**src/design/cron_next_match_time_assert.svh**
```systemverilog
// Assertion macros for the cron next-match block.
`ifndef CRON_NEXT_MATCH_TIME_ASSERT_SVH
`define CRON_NEXT_MATCH_TIME_ASSERT_SVH

// Same-cycle implication, sampled on clk_i, off during reset.
`define CNMT_ASSERT_IMPL(lbl, ante, cons, msg) \
  lbl: assert property (@(posedge clk_i) disable iff (!rst_ni) (ante) |-> (cons)) \
    else $error(msg);

// Next-cycle implication, sampled on clk_i, off during reset.
`define CNMT_ASSERT_NEXT(lbl, ante, cons, msg) \
  lbl: assert property (@(posedge clk_i) disable iff (!rst_ni) (ante) |=> (cons)) \
    else $error(msg);

`endif

```
**src/design/cnmt_pkg.sv**
```systemverilog
// Types, constants and helper functions shared by the cron next-match block.
`default_nettype none
package cnmt_pkg;

  localparam int unsigned CNMT_YEAR_LIMIT_DEF = 2099;

  typedef enum logic [2:0] {
    REG_MINUTE_MASK  = 3'd0,
    REG_HOUR_MASK    = 3'd1,
    REG_DAY_MASK     = 3'd2,
    REG_MONTH_MASK   = 3'd3,
    REG_WEEKDAY_MASK = 3'd4,
    REG_YEAR_FIRST   = 3'd5,
    REG_YEAR_LAST    = 3'd6,
    REG_YEAR_STEP    = 3'd7
  } cnmt_reg_e;

  typedef enum logic [2:0] {
    ST_IDLE,
    ST_YEARS,
    ST_MONTHS,
    ST_DAYS,
    ST_DONE
  } cnmt_state_e;

  typedef struct packed {
    logic [11:0] now_year;
    logic [3:0]  now_month;
    logic [4:0]  now_day;
    logic [4:0]  now_hour;
    logic [5:0]  now_minute;
  } cnmt_req_t;

  typedef struct packed {
    logic        found;
    logic [11:0] next_year;
    logic [3:0]  next_month;
    logic [4:0]  next_day;
    logic [4:0]  next_hour;
    logic [5:0]  next_minute;
  } cnmt_res_t;

  typedef struct packed {
    logic [59:0] minute_mask;
    logic [23:0] hour_mask;
    logic [30:0] day_mask;
    logic [11:0] month_mask;
    logic [6:0]  weekday_mask;
    logic [11:0] year_first;
    logic [11:0] year_last;
    logic [11:0] year_step;
  } cnmt_cfg_t;

  typedef struct packed {
    logic load;
    logic year_adv;
    logic month_adv;
    logic day_enter;
    logic day_adv;
    logic cap_found;
    logic cap_none;
  } cnmt_cmd_t;

  typedef struct packed {
    logic y_eq_now;
    logic y_over_top;
    logic masks_empty;
    logic month_skip;
    logic day_over;
    logic day_hit;
  } cnmt_sts_t;

  // Weekday of January 1st of year 0, proleptic Gregorian (Saturday).
  localparam logic [2:0] WdYear0 = 3'd6;

  function automatic logic [4:0] month_len(input logic [3:0] m, input logic leap);
    logic [4:0] n;
    case (m)
      4'd2:                      n = leap ? 5'd29 : 5'd28;
      4'd4, 4'd6, 4'd9, 4'd11:   n = 5'd30;
      default:                   n = 5'd31;
    endcase
    return n;
  endfunction

  function automatic logic [2:0] mod7(input logic [5:0] v);
    logic [5:0] r;
    r = v;
    if (r >= 6'd28) r = r - 6'd28;
    if (r >= 6'd14) r = r - 6'd14;
    if (r >= 6'd7)  r = r - 6'd7;
    return r[2:0];
  endfunction

endpackage
`default_nettype wire

```
**src/design/cnmt_ctrl.sv**
```systemverilog
// Controller for the calendar walk: years, then months, then days.
`default_nettype none
module cnmt_ctrl (
  input  wire logic               clk_i,
  input  wire logic               rst_ni,
  input  wire logic               start,
  input  cnmt_pkg::cnmt_sts_t     sts_i,
  output cnmt_pkg::cnmt_cmd_t     cmd_o,
  output logic                    busy,
  output logic                    valid_o
);
  import cnmt_pkg::*;

  cnmt_state_e state_q, state_d;

  always_ff @(posedge clk_i or negedge rst_ni) begin
    if (!rst_ni) begin
      state_q <= ST_IDLE;
    end else begin
      state_q <= state_d;
    end
  end

  always_comb begin
    state_d = state_q;
    unique case (state_q)
      ST_IDLE: begin
        if (start) state_d = ST_YEARS;
      end
      ST_YEARS: begin
        if (sts_i.masks_empty || sts_i.y_over_top) state_d = ST_DONE;
        else if (sts_i.y_eq_now)                   state_d = ST_MONTHS;
      end
      ST_MONTHS: begin
        if (sts_i.y_over_top)       state_d = ST_DONE;
        else if (!sts_i.month_skip) state_d = ST_DAYS;
      end
      ST_DAYS: begin
        if (sts_i.day_over)     state_d = ST_MONTHS;
        else if (sts_i.day_hit) state_d = ST_DONE;
      end
      ST_DONE:  state_d = ST_IDLE;
      default:  state_d = ST_IDLE;
    endcase
  end

  always_comb begin
    cmd_o   = '0;
    busy    = (state_q != ST_IDLE);
    valid_o = (state_q == ST_DONE);
    unique case (state_q)
      ST_IDLE: begin
        cmd_o.load = start;
      end
      ST_YEARS: begin
        if (sts_i.masks_empty || sts_i.y_over_top) cmd_o.cap_none = 1'b1;
        else if (!sts_i.y_eq_now)                  cmd_o.year_adv = 1'b1;
      end
      ST_MONTHS: begin
        if (sts_i.y_over_top)      cmd_o.cap_none  = 1'b1;
        else if (sts_i.month_skip) cmd_o.month_adv = 1'b1;
        else                       cmd_o.day_enter = 1'b1;
      end
      ST_DAYS: begin
        if (sts_i.day_over)     cmd_o.month_adv = 1'b1;
        else if (sts_i.day_hit) cmd_o.cap_found = 1'b1;
        else                    cmd_o.day_adv   = 1'b1;
      end
      ST_DONE: begin
      end
      default: begin
      end
    endcase
  end

endmodule
`default_nettype wire

```
**src/design/cnmt_dp.sv**
```systemverilog
// Datapath: calendar counters, weekday tracking and hour/minute pick.
`default_nettype none
module cnmt_dp #(
  parameter int unsigned YEAR_LIMIT = cnmt_pkg::CNMT_YEAR_LIMIT_DEF
) (
  input  wire logic               clk_i,
  input  wire logic               rst_ni,
  input  cnmt_pkg::cnmt_req_t     req_i,
  input  cnmt_pkg::cnmt_cfg_t     cfg_i,
  input  cnmt_pkg::cnmt_cmd_t     cmd_i,
  output cnmt_pkg::cnmt_sts_t     sts_o,
  output cnmt_pkg::cnmt_res_t     res_o
);
  import cnmt_pkg::*;

  localparam logic [11:0] TopMax = 12'(YEAR_LIMIT - 1);

  cnmt_req_t   now_q;
  cnmt_res_t   res_q;
  logic [11:0] y_q, rs_q;
  logic [6:0]  c100_q;
  logic [8:0]  c400_q;
  logic [2:0]  wd1_q, wd_q;
  logic [3:0]  m_q;
  logic [5:0]  d_q;

  logic [11:0] top, step_eff, rs_inc;
  logic        leap, ty, tm, td, yvalid;
  logic [4:0]  dim;
  logic [5:0]  d0;

  assign top      = (cfg_i.year_last > TopMax) ? TopMax : cfg_i.year_last;
  assign step_eff = (cfg_i.year_step == 12'd0) ? 12'd1 : cfg_i.year_step;
  assign rs_inc   = rs_q + 12'd1;
  assign leap     = (y_q[1:0] == 2'd0) && ((c100_q != 7'd0) || (c400_q == 9'd0));
  assign dim      = month_len(m_q, leap);
  assign ty       = (y_q == now_q.now_year);
  assign tm       = ty && (m_q == now_q.now_month);
  assign td       = tm && (d_q == {1'b0, now_q.now_day});
  assign yvalid   = (y_q >= cfg_i.year_first) && (rs_q == 12'd0);
  assign d0       = (tm && (now_q.now_day > 5'd1)) ? {1'b0, now_q.now_day} : 6'd1;

  // Hour and minute pick for the current day.
  logic [59:0] min_tight;
  logic [23:0] hr_cand;
  logic [5:0]  mt, ma;
  logic        mt_v;
  logic [4:0]  ha;
  logic        ha_v, nh_ok, hm_hit;

  always_comb begin
    for (int i = 0; i < 60; i++) begin
      min_tight[i] = cfg_i.minute_mask[i] && (6'(i) > now_q.now_minute);
    end
    for (int i = 0; i < 24; i++) begin
      hr_cand[i] = cfg_i.hour_mask[i] && (!td || (5'(i) > now_q.now_hour));
    end
    mt = '0; mt_v = 1'b0; ma = '0; ha = '0; ha_v = 1'b0;
    for (int i = 59; i >= 0; i--) begin
      if (min_tight[i]) begin
        mt = 6'(i); mt_v = 1'b1;
      end
      if (cfg_i.minute_mask[i]) ma = 6'(i);
    end
    for (int i = 23; i >= 0; i--) begin
      if (hr_cand[i]) begin
        ha = 5'(i); ha_v = 1'b1;
      end
    end
  end

  assign nh_ok  = td && (now_q.now_hour < 5'd24) && cfg_i.hour_mask[now_q.now_hour] && mt_v;
  assign hm_hit = nh_ok || ha_v;

  assign sts_o.y_eq_now    = ty;
  assign sts_o.y_over_top  = (y_q > top);
  assign sts_o.masks_empty = (cfg_i.minute_mask == '0) || (cfg_i.hour_mask == '0);
  assign sts_o.month_skip  = !yvalid || (ty && (m_q < now_q.now_month))
                             || !cfg_i.month_mask[m_q - 4'd1];
  assign sts_o.day_over    = (d_q > {1'b0, dim});
  assign sts_o.day_hit     = cfg_i.day_mask[5'(d_q - 6'd1)] && cfg_i.weekday_mask[wd_q]
                             && hm_hit;

  assign res_o = res_q;

  always_ff @(posedge clk_i or negedge rst_ni) begin
    if (!rst_ni) begin
      now_q  <= '0;
      res_q  <= '0;
      y_q    <= '0;
      rs_q   <= '0;
      c100_q <= '0;
      c400_q <= '0;
      wd1_q  <= WdYear0;
      wd_q   <= '0;
      m_q    <= 4'd1;
      d_q    <= 6'd1;
    end else begin
      if (cmd_i.load) begin
        now_q  <= req_i;
        y_q    <= '0;
        rs_q   <= '0;
        c100_q <= '0;
        c400_q <= '0;
        wd1_q  <= WdYear0;
        m_q    <= 4'd1;
      end
      if (cmd_i.year_adv || (cmd_i.month_adv && (m_q == 4'd12))) begin
        y_q    <= y_q + 12'd1;
        rs_q   <= (rs_inc == step_eff) ? 12'd0 : rs_inc;
        c100_q <= (c100_q == 7'd99) ? 7'd0 : c100_q + 7'd1;
        c400_q <= (c400_q == 9'd399) ? 9'd0 : c400_q + 9'd1;
      end
      if (cmd_i.year_adv) begin
        wd1_q <= mod7(6'(wd1_q) + 6'd1 + 6'(leap));
      end
      if (cmd_i.month_adv) begin
        wd1_q <= mod7(6'(wd1_q) + 6'(dim - 5'd28));
        m_q   <= (m_q == 4'd12) ? 4'd1 : m_q + 4'd1;
      end
      if (cmd_i.day_enter) begin
        d_q  <= d0;
        wd_q <= mod7(6'(wd1_q) + d0 - 6'd1);
      end
      if (cmd_i.day_adv) begin
        d_q  <= d_q + 6'd1;
        wd_q <= (wd_q == 3'd6) ? 3'd0 : wd_q + 3'd1;
      end
      if (cmd_i.cap_found) begin
        res_q.found       <= 1'b1;
        res_q.next_year   <= y_q;
        res_q.next_month  <= m_q;
        res_q.next_day    <= d_q[4:0];
        res_q.next_hour   <= nh_ok ? now_q.now_hour : ha;
        res_q.next_minute <= nh_ok ? mt : ma;
      end
      if (cmd_i.cap_none) begin
        res_q <= '0;
      end
    end
  end

endmodule
`default_nettype wire

```
**src/design/cron_next_match_time.sv**
```systemverilog
// Top level of the cron next-match block: schedule registers, controller and datapath.
//
// A request (start high while busy is low) carries the current calendar minute.
// The block answers with exactly one result: valid_o is high for one cycle and
// res_o then holds the earliest later minute that matches the schedule, or
// found = 0 with all fields zero. The receiver cannot stall the result, so
// sample it in the cycle valid_o is high. busy stays high from the request to
// the result cycle. The search is a walk through the calendar, one step per
// cycle: first the years from year 0 up to the requested year (to build the
// weekday and leap counters without dividers), then the months, and then the
// days inside allowed months of allowed years. The search takes longest for a
// requested year far below the allowed range, walked month by month, then a
// full search with no match.
// Schedule writes go through the cfg port and must only happen while busy is low.
`default_nettype none
module cron_next_match_time #(
  parameter int unsigned YEAR_LIMIT = cnmt_pkg::CNMT_YEAR_LIMIT_DEF
) (
  input  wire logic               clk_i,
  input  wire logic               rst_ni,
  input  wire logic               start,
  output logic                    busy,
  input  cnmt_pkg::cnmt_req_t     req_i,
  output logic                    valid_o,
  output cnmt_pkg::cnmt_res_t     res_o,
  input  wire logic               cfg_we_i,
  input  wire logic [2:0]         cfg_idx_i,
  input  wire logic [59:0]        cfg_data_i
);
  import cnmt_pkg::*;

  cnmt_cfg_t cfg_q;
  cnmt_cmd_t cmd;
  cnmt_sts_t sts;

  // Schedule registers; reset allows every minute of every year in range.
  always_ff @(posedge clk_i or negedge rst_ni) begin
    if (!rst_ni) begin
      cfg_q.minute_mask  <= '1;
      cfg_q.hour_mask    <= '1;
      cfg_q.day_mask     <= '1;
      cfg_q.month_mask   <= '1;
      cfg_q.weekday_mask <= '1;
      cfg_q.year_first   <= 12'd1970;
      cfg_q.year_last    <= 12'd2099;
      cfg_q.year_step    <= 12'd1;
    end else if (cfg_we_i) begin
      unique case (cnmt_reg_e'(cfg_idx_i))
        REG_MINUTE_MASK:  cfg_q.minute_mask  <= cfg_data_i;
        REG_HOUR_MASK:    cfg_q.hour_mask    <= cfg_data_i[23:0];
        REG_DAY_MASK:     cfg_q.day_mask     <= cfg_data_i[30:0];
        REG_MONTH_MASK:   cfg_q.month_mask   <= cfg_data_i[11:0];
        REG_WEEKDAY_MASK: cfg_q.weekday_mask <= cfg_data_i[6:0];
        REG_YEAR_FIRST:   cfg_q.year_first   <= cfg_data_i[11:0];
        REG_YEAR_LAST:    cfg_q.year_last    <= cfg_data_i[11:0];
        REG_YEAR_STEP:    cfg_q.year_step    <= cfg_data_i[11:0];
        default: begin
        end
      endcase
    end
  end

  // Sequence the walk: years, months, days, then the result strobe.
  cnmt_ctrl u_ctrl (
    .clk_i   (clk_i),
    .rst_ni  (rst_ni),
    .start   (start),
    .sts_i   (sts),
    .cmd_o   (cmd),
    .busy    (busy),
    .valid_o (valid_o)
  );

  // Hold the calendar position, weekday and the captured result.
  cnmt_dp #(
    .YEAR_LIMIT (YEAR_LIMIT)
  ) u_dp (
    .clk_i  (clk_i),
    .rst_ni (rst_ni),
    .req_i  (req_i),
    .cfg_i  (cfg_q),
    .cmd_i  (cmd),
    .sts_o  (sts),
    .res_o  (res_o)
  );

`include "cron_next_match_time_assert.svh"

  `CNMT_ASSERT_IMPL(a_strobe_busy, valid_o, busy, "result strobe outside a request")
  `CNMT_ASSERT_NEXT(a_start_busy, start && !busy, busy, "request not taken")
  `CNMT_ASSERT_IMPL(a_none_zero, valid_o && !res_o.found,
                    res_o == '0, "not-found result carries data")
  `CNMT_ASSERT_IMPL(a_found_range, valid_o && res_o.found,
                    (res_o.next_minute < 6'd60) && (res_o.next_hour < 5'd24)
                    && (res_o.next_month != 4'd0) && (res_o.next_month < 4'd13),
                    "found result out of calendar range")

endmodule
`default_nettype wire

```
**config.mk**
```make
export PLATFORM = sky130hd
export DESIGN_NAME = cron_next_match_time
export DESIGN_NICKNAME = d
export VERILOG_FILES = /design/src/design/cnmt_pkg.sv /design/src/design/cnmt_ctrl.sv /design/src/design/cnmt_dp.sv /design/src/design/cron_next_match_time.sv
export VERILOG_INCLUDE_DIRS = /design/src /design/src/design
export SDC_FILE = /design/constraint.sdc
export NUM_CORES = 1
export LEC_CHECK = 0
export ABC_AREA = 1
export BUFFER_PORTS_ARGS = -buffer_cell sky130_fd_sc_hd__buf_2
export CORE_ASPECT_RATIO = 0.5
export CORE_UTILIZATION = 47
export DETAILED_ROUTE_END_ITERATION = 7
export HOLD_SLACK_MARGIN = 0.12
export PLACE_DENSITY = 0.74
export SLEW_MARGIN = 20
export SYNTH_ARGS = -nofsm -noshare
export SYNTH_HDL_FRONTEND = slang
export SYNTH_SLANG_ARGS = --single-unit
```
**constraint.sdc**
```tcl
create_clock -name clk_i -period 5.5 [get_ports clk_i]
set_input_delay 1.1 -clock clk_i [delete_from_list [all_inputs] [get_ports clk_i]]
set_output_delay 1.1 -clock clk_i [all_outputs]
set_load 0.005 [all_outputs]
```
==> metrics.md <==
| Metric | Value |
|---|---|
| Area occupied by multi-input gates | `8780 sq um` |
| GRT Total Usage | `25.9%` |
| # nets final | `2669` |
| Asr flop ratio synth | `100%` |
| I/O Pins | `134` |
| Die Span Y | `140 microns` |
| Clock Latency Late Sink | `0.58 ns` |
| Critical Path End | `u_dp.wd_q[1]` |
| CP Data Arrival Time | `5.62 ns` |
| Crit-path max FO | `7` |
| ANT nets after route | `0` |
| Starting Density | `47.7%` |
| Pins Over Slew Limit | `0` |
| Critical-path top delay cell | `dfrtp_2` |
| Cell count after synthesis | `2383` |
| Reg-to-Reg End | `u_dp.wd_q[1]` |
| Vias/cell | `5.39` |
| Root Buffer | `clkbuf_16` |
| Status | `finished, final reports clean` |
| Synth area leader | `dfstp_2` |
| Final worst slack | `0.330 ns` |
| Synth Flop Type | `dfstp_2` |
| 1st-pass router iterations | `6` |
| Met2 Track Usage GR | `42.5%` |
| Longest Clk Path Bufs | `3` |
| Worst clock skew | `0.0185 ns` |
| Crit path max-delay family | `simple AND/OR/NAND/NOR gates` |
| Post-CTS Hold Buffers | `0` |
| Worst path depth | `35` |
| Worst rel slew slack | `45.5%` |
| Sequential power share | `30.6%` |
| CTS tree | `built` |
| P per Cell Area | `567 nW/um^2` |
| Diodes inserted | `0` |
| Critical R2R Launch | `u_dp.y_q[2]` |
| Grt met1 use | `36.4%` |
| Initial antenna violation count | `1` |
| Residual DRC count | `0` |
| Hold WS | `0.471 ns` |
| WP buf/inv | `9` |
| Worst reg-to-reg path cell count | `35` |
| CTS Buf Count | `28` |
| Avg Cell Area, Syn | `7.49 sq um` |
| Vias after detailed routing | `16274` |
| Max_cap viols | `0` |
| Die width | `278 microns` |
| Gr ovfl total | `0` |
| Sw power | `0.00514 W` |
| Type of origin of the critical path | `flop` |
| Flop and latch count out of synthesis | `294` |
| Internal power | `0.00628 W` |
| Worst-case vdd ir drop | `292 uV` |
| CP startpoint | `u_dp.y_q[2]` |
| GRT met3 Usage | `2.89%` |
| Core Box Area | `37400 sq um` |
| Most repeated library cell on the critical path | `inv_1` |
| Largest net degree at the start of global routing | `100` |
| Routed len/inst | `16.5 microns` |
| Post-synth EDFFs | `0` |
| WS Path Type | `flop to flop` |
| P_leak | `9.68 nW` |
| Synthesized cell area | `17900 sq um` |
| Clock network power share | `18.7%` |
| Setup TNS Final | `0 ns` |
| Largest stage delay on the critical path | `0.45 ns` |
| Synthesis-to-finish area growth | `12.7%` |
| Sequential area share after synthesis | `42.3%` |
| CP required | `5.95 ns` |
| Area contributors post-synth | `dfstp_2, dfrtp_1, nand2_1` |
| Share of the synthesized area in the top cell type | `22.2%` |
| Net Sw Frac | `45.0%` |
| Hold Violations, Final | `0` |
| Reg2reg setup slack | `0.33 ns` |
| Final setup violation count | `0` |
| Vias in the first global route | `15549` |
| GRT busiest layer | `met2` |
| Distinct cells, synth | `62` |
| 1st-iter DRT viols | `1379` |
| Pre-CTS setup slack | `0.142 ns` |
| Share of the clock period used by the worst path | `94.0%` |
| Combinational Power Share | `50.6%` |
| GPL Wtd Cong | `0.976` |
| Slew @ Worst Pin | `0.817 ns` |
| # rows | `50` |
| First-pass GRT wire length | `81300 microns` |
| Fmax | `193 MHz` |
| Sequential Area | `7550 sq um` |
| Total Wirelength | `49700 microns` |
| Final Critical Period | `5.17 ns` |
| Die ar. | `38800 sq um` |
| Worst min path class | `flop to flop` |
| Port Buffers | `133` |
| Synthesis Warnings | `0` |
| Clock sink count | `294` |
| Critical path capture point type | `flop` |
| Fill count | `3528` |
| Syn Nets | `2549` |
| Share of cells above drive strength 1 | `16.5%` |
| CTS clock-pin slew for the worst setup and hold paths | `0.07 ns` |
| Post-detail-place hpwl | `37100 microns` |
| H-tree levels | `1` |
-- what timing repair did --
action / 4_1_cts / 5_1_grt
resized for setup: 0 / 8
setup endpoints to repair: 0 / 3
setup buffers: 0 / 0
-- cells in the mapped netlist, types with 6 or more instances --
library cell and instances:
o21ai_0 260, nand2_2 8, clkbuf_1 58, dfrtp_1 143, o32ai_1 19, nand3_1 87
o31ai_1 7, nor3_1 29, xor2_1 44, mux2i_1 6, nor4_1 17, o211ai_1 19
a21oi_1 100, o221ai_1 12, nor2_1 250, dfstp_2 151, mux2_2 18, xnor2_1 20
inv_1 328, nand2_1 601, nand4_1 24, a31oi_1 20, ha_1 65, o22ai_1 20
-- how the worst min path moves through the flow --
stage | startpoint | end | slack [ns] | cells after the start
after global routing | cfg_q[78] | cfg_q[78] | 0.50 | 2
after CTS | u_dp.res_o[4] | u_dp.res_o[4] | 0.48 | 2
after detailed placement | u_dp.res_o[4] | u_dp.res_o[4] | 0.46 | 2
final | u_dp.res_o[4] | u_dp.res_o[4] | 0.47 | 2
after global placement | u_dp.res_o[4] | u_dp.res_o[4] | 0.45 | 2
after floorplan | cfg_q[26] | cfg_q[26] | 0.45 | 2
-- worst reg2reg max path, delay by kind of cell, from the launching register on --
family                     cells  cell delay (ns)
and+or+nand+nor               13             1.47
adders and majority gates      5             1.15
buffers and inverters          9             0.77
AOI/OAI and AO/OA              5             0.71
xor gates and xnor gates       3             0.49
DFF                            1             0.45
-- through the flow --
step,instances,area (sq um),utilization (%),total power (W)
floorplan,2383,17900,-,0.00759
global placement,2967,19100,51.0,0.00897
detailed placement,2967,19100,51.0,0.00913
CTS,3018,20100,53.7,0.0113
global route,3018,20100,53.8,0.0124
finish,3018,20100,53.8,0.0114
-- cell usage in the layout, fill, tap and decap left out, types with 3 or more instances in the layout --
| cell type | instances |
|---|---|
| o2111ai_1 | 3 |
| o21a_1 | 3 |
| clkinv_1 | 4 |
| buf_4 | 24 |
| clkbuf_16 | 28 |
| xor2_1 | 43 |
| o21bai_1 | 3 |
| nor3_1 | 28 |
| a21oi_1 | 99 |
| or2_2 | 5 |
| nor2_1 | 248 |
| o211ai_1 | 19 |
| nor2_2 | 4 |
| inv_2 | 5 |
| bufinv_16 | 5 |
| dfrtp_1 | 142 |
| a2111oi_0 | 3 |
| clkbuf_8 | 4 |
| mux2_2 | 18 |
| ha_1 | 65 |
| o221ai_1 | 12 |
| clkinv_2 | 5 |
| clkinvlp_4 | 4 |
| o22ai_1 | 20 |
| a31oi_1 | 20 |
| dfstp_2 | 151 |
| nand2_1 | 600 |
| nand2_2 | 8 |
| mux2i_1 | 6 |
| inv_1 | 328 |
| o21ai_0 | 260 |
| o31ai_1 | 7 |
| nor4_1 | 16 |
| xnor2_1 | 20 |
| buf_2 | 132 |
| clkbuf_1 | 3 |
| nand3_1 | 86 |
| nand4_1 | 24 |
| o32ai_1 | 19 |
-- final cells by class --
cell class              count  area share (%)
multi-input cells        1682            43.6
clock buffers              35            3.81
flip-flops and latches    294            37.5
clock inverters            16            1.20
well taps                 494            3.07
inverters                 339            6.43
repair buffers            158            4.35
-- layer usage --
metal  wire, microns  part of all wire (%)
met1           22700                    46
met2           22800                    46
met3            2860                   5.8
met4            1260                   2.5
met5               0                     0
-- state kept, by name, indices dropped and copies added, names as in the netlist --
signal / count
cfg_q: 170
u_dp.res_o: 33
u_dp.now_q: 32
u_dp.rs_q: 12
u_dp.y_q: 12
u_dp.c400_q: 9
u_dp.c100_q: 7
u_dp.d_q: 6
u_dp.m_q: 4
u_ctrl.state_q: 3
u_dp.wd1_q: 3
u_dp.wd_q: 3
-- power groups by stage --
| stage | combinational [W] | clock (W) | sequential, W |
|---|---|---|---|
| 2_1_floorplan | 0.00428 | 0 | 0.00331 |
| 3_3_place_gp | 0.00548 | 0 | 0.00349 |
| 3_5_place_dp | 0.00562 | 0 | 0.00351 |
| 4_1_cts | 0.00567 | 0.00217 | 0.00348 |
| 5_1_grt | 0.00659 | 0.00225 | 0.00357 |
| 6_report | 0.00578 | 0.00214 | 0.00350 |
-- cell families after synthesis --
| kind of cell | count (synthesis) | share of synthesized area (%) |
|---|---|---|
| DFF | 294 | 42.3 |
| and+or+nand+nor | 1035 | 23.7 |
| AOI/OAI and AO/OA | 492 | 15.8 |
| adders and majority gates | 67 | 4.78 |
| muxes | 24 | 1.47 |
| xor gates and xnor gates | 64 | 3.14 |
| buffers and inverters | 407 | 8.93 |
Power figures use the tool's default switching activity.
